File: config.mk
export PLATFORM = sky130hd
export DESIGN_NAME = pgoc_ram
export DESIGN_NICKNAME = d
export VERILOG_FILES = /design/src/sv/pgoc_ram.sv
export SDC_FILE = /design/constraint.sdc
export NUM_CORES = 1
export LEC_CHECK = 0
export BUFFER_PORTS_ARGS = -buffer_cell sky130_fd_sc_hd__buf_4
export CAP_MARGIN = 40
export CORE_AREA = 3 3 109 111
export CTS_CLUSTER_SIZE = 40
export DETAILED_ROUTE_END_ITERATION = 8
export DIE_AREA = 0 0 112 114
export HOLD_SLACK_MARGIN = 0.12
export PLACE_DENSITY_LB_ADDON = 0.15
export SYNTH_ARGS = -nofsm -noshare
export SYNTH_HDL_FRONTEND = slang
export SYNTH_SLANG_ARGS = --single-unit
File: constraint.sdc
create_clock -name clock -period 2.56 [get_ports clock]
set_clock_uncertainty 0.05 [all_clocks]
set_input_delay 0.768 -clock clock [delete_from_list [all_inputs] [get_ports clock]]
set_output_delay 0.768 -clock clock [all_outputs]
set_load 0.02 [all_outputs]
File: src/sv/pgoc_ram.sv
`default_nettype none
module pgoc_ram #(
   parameter int WIDTH = 8,
   parameter int DEPTH = 16
) (
   input  wire logic                     clock,
   input  wire logic                     we,
   input  wire logic [$clog2(DEPTH)-1:0] waddr,
   input  wire logic [WIDTH-1:0]         wdata,
   input  wire logic [$clog2(DEPTH)-1:0] raddr,
   output logic      [WIDTH-1:0]         rdata
);
   logic [WIDTH-1:0] mem [DEPTH];

   always_ff @(posedge clock) begin
      if (we) begin
         mem[waddr] <= wdata;
      end
      rdata <= mem[raddr];
   end
endmodule
`default_nettype wire

==> flow_metrics.env <==
export IMPL_clockBufferDepth=2
export IMPL_crit_type="primary input to flip-flop"
export IMPL_synthFlopType="edfxtp_1"
export IMPL_htreeDepth=4
export IMPL_fmax_ghz=0.549
export IMPL_first_pass_iters=4
export IMPL_holdBufCountCts=0
export IMPL_finalCritPeriodShare=0.712
export IMPL_ant_nets=0
export IMPL_core_area_um2=10900
export IMPL_yosys_area_share_simple=0.0318
export IMPL_die_x_um=112
export IMPL_startpoint_type="primary input"
export IMPL_grt_antenna_before_repair=0
export IMPL_r2r_end="rdata[0]$_DFF_P_"
export IMPL_cts_made_buffers=17
export IMPL_tightest_slew_ns=0.455
export IMPL_synth_avg_cell_area_um2=22.5
export IMPL_wirelength_mm=9.74
export IMPL_hold_path_startpoint="wdata[6]"
export IMPL_arrival_ns=2.17
export IMPL_fillers=786
export IMPL_status="finished clean"
export IMPL_num_vias=2429
export IMPL_diodes=0
export IMPL_ys_top_cells_by_area="edfxtp_1 75%, mux4_2 7.9%, mux4_1 7.1%, dfxtp_1 3.1%, a22oi_1 2.3%"
export IMPL_vias_per_cell=5.48
export IMPL_cts_setup_buffers=0
export IMPL_syn_area_um2=5150
export IMPL_wl_per_cell_um=22.0
export IMPL_rows=38
export IMPL_worst_ir_drop_vdd_mv=0.339
export IMPL_grt_pass1_wl_mm=15.3
export IMPL_synth_xor_area_frac=0
export IMPL_drv_slew=0
export IMPL_clk_latency_ns=0.51
export IMPL_gp_congestion=0.762
export IMPL_synth_seq_cells=136
export IMPL_synth_cell_type_count=19
export IMPL_dieArea_um2=12800
export IMPL_r2r_cells=3
export IMPL_synth_top_family_by_area="multiplexers"
export IMPL_cts_resized=0
export IMPL_synth_area_mux_share=0.150
export IMPL_synth_edf_count=128
export IMPL_p_leak_nw=2.15
export IMPL_hold_viol_final=0
export IMPL_critPathCaptureType="flip-flop"
export IMPL_start_util=0.473
export IMPL_ys_seq_area_frac=0.778
export IMPL_track_usage=0.168
export IMPL_clockRootBuffer="clkbuf_8"
export IMPL_reg2reg_slack_ns=1.12
export IMPL_syn2layout_area_growth_pct=21.4
export IMPL_yosys_area_top_type="edfxtp_1"
export IMPL_total_power_w=0.00531
export IMPL_synth_adder_area_share=0
export IMPL_hold_end="mem[7][6]$_DFFE_PP_"
export IMPL_yosysMostFrequentCell="edfxtp_1"
export IMPL_multi_input_area_um2=1060
export IMPL_fin_nets=308
export IMPL_synth_nets=247
export IMPL_yosys_area_top_type_share=0.747
export IMPL_grt_max_degree=33
export IMPL_hold_path_depth=1
export IMPL_grt_pass1_vias=2590
export IMPL_drive_above_1_share=0.337
export IMPL_netlist_instances=229
export IMPL_min_path_type="primary input to flip-flop"
export IMPL_dp_hpwl_mm=6.23
export IMPL_tritoncts="built"
export IMPL_seq_area_um2=4000
export IMPL_die_y_um=114
export IMPL_io_pins=26
export IMPL_crit_fanout=13
export IMPL_drt_drc_violations_left=0
export IMPL_rsz0062_at_grt="false"
export IMPL_drt_iter0_markers=152
export IMPL_clk_pin_slew_ns=0.06
export IMPL_place_port_buffers=25
export IMPL_synth_compound_area_frac=0.0233
export IMPL_setup_viol=0
export IMPL_pwr_density_cell_nw_per_um2=849
export IMPL_layout_min_cycle_time_ns=1.82
export IMPL_synth_common_cells="128 x edfxtp_1, 18 x mux4_2, 16 x a22oi_1"
export IMPL_cts_num_sinks=136
export IMPL_fin_tns_setup_ns=0
export IMPL_yosys_warnings=0
export IMPL_maxCapViolCount=0
export IMPL_worst_ep_required_time_ns=2.91
export IMPL_overflow=0
export IMPL_regToRegStartpoint="mem[1][0]$_DFFE_PP_"
export IMPL_timing_slew_headroom=0.697
export IMPL_async_flop_share=0
## critical path, cell delays in order
cell and delay [ns]:
buf_4 0.23, buf_4 0.23, mux4_2 0.52, a22oi_1 0.32, nand2_1 0.09
## per-layer routing
layer,vias to the layer above,GRT usage,routed length [um]
li1,1092,-,-
met1,1258,0.225,4340
met2,63,0.263,4740
met3,16,0.0398,468
met4,0,0.0825,187
met5,-,0,0
## stage by stage
stage / hold WS [ns] / cells / util / setup slack, ns / instance area (um^2)
finish: 0.510 / 443 / 0.574 / 0.738 / 6250
global route: 0.499 / 443 / 0.574 / 0.700 / 6250
CTS: 0.491 / 443 / 0.574 / 0.725 / 6250
detailed placement: 0.611 / 411 / 0.517 / 0.197 / 5630
global placement: 0.600 / 411 / 0.517 / 0.201 / 5630
floorplan: 0.579 / 229 / - / 0.249 / 5150
## layout make-up
class	instances	area share
well taps	140	0.0280
multi-input cells	83	0.169
clock buffers	18	0.0669
clock inverters	14	0.0328
repair buffers	52	0.0625
flip-flops and latches	136	0.641
## power by group
part / switching, W / internal, W
Clock: 0.000875 / 0.00167
Sequential: 0.0000121 / 0.00249
Combinational: 0.000144 / 0.000118
## cell usage in the layout, fill, tap and decap left out
cell	n
clkbuf_16	16
and2b_1	1
nand3_1	1
mux4_1	14
nor2_1	13
nand2_1	9
clkinv_2	5
mux4_2	18
clkinvlp_4	4
buf_4	52
clkbuf_1	1
nand2b_1	2
dfxtp_1	8
clkbuf_8	1
or3b_2	1
edfxtp_1	128
nor2b_1	1
bufinv_16	5
a22oi_1	16
nor3_1	4
nand3b_1	2
and2_1	1
## sequential cells by signal, indices dropped and copies added (netlist names)
name,count
mem,128
rdata,8
## logic make-up (layout without fill, tap and decap cells)
logic type	Yosys count	after routing
AO/OA/AOI/OAI	16	16
buffers and inverters	10	84
flip-flops	136	136
multiplexers	32	32
AND/OR/NAND/NOR	35	35
## worst max-delay path by stage
stage,from,to,cells past startpoint
after CTS,raddr[0],rdata[7]$_DFF_P_,5
final,raddr[0],rdata[7]$_DFF_P_,5
after global routing,raddr[0],rdata[7]$_DFF_P_,5
after global placement,raddr[0],rdata[7]$_DFF_P_,5
after detailed placement,raddr[0],rdata[7]$_DFF_P_,5
after floorplan,waddr[2],mem[0][0]$_DFFE_PP_,2
No activity file was read; power rests on OpenSTA's default activity.
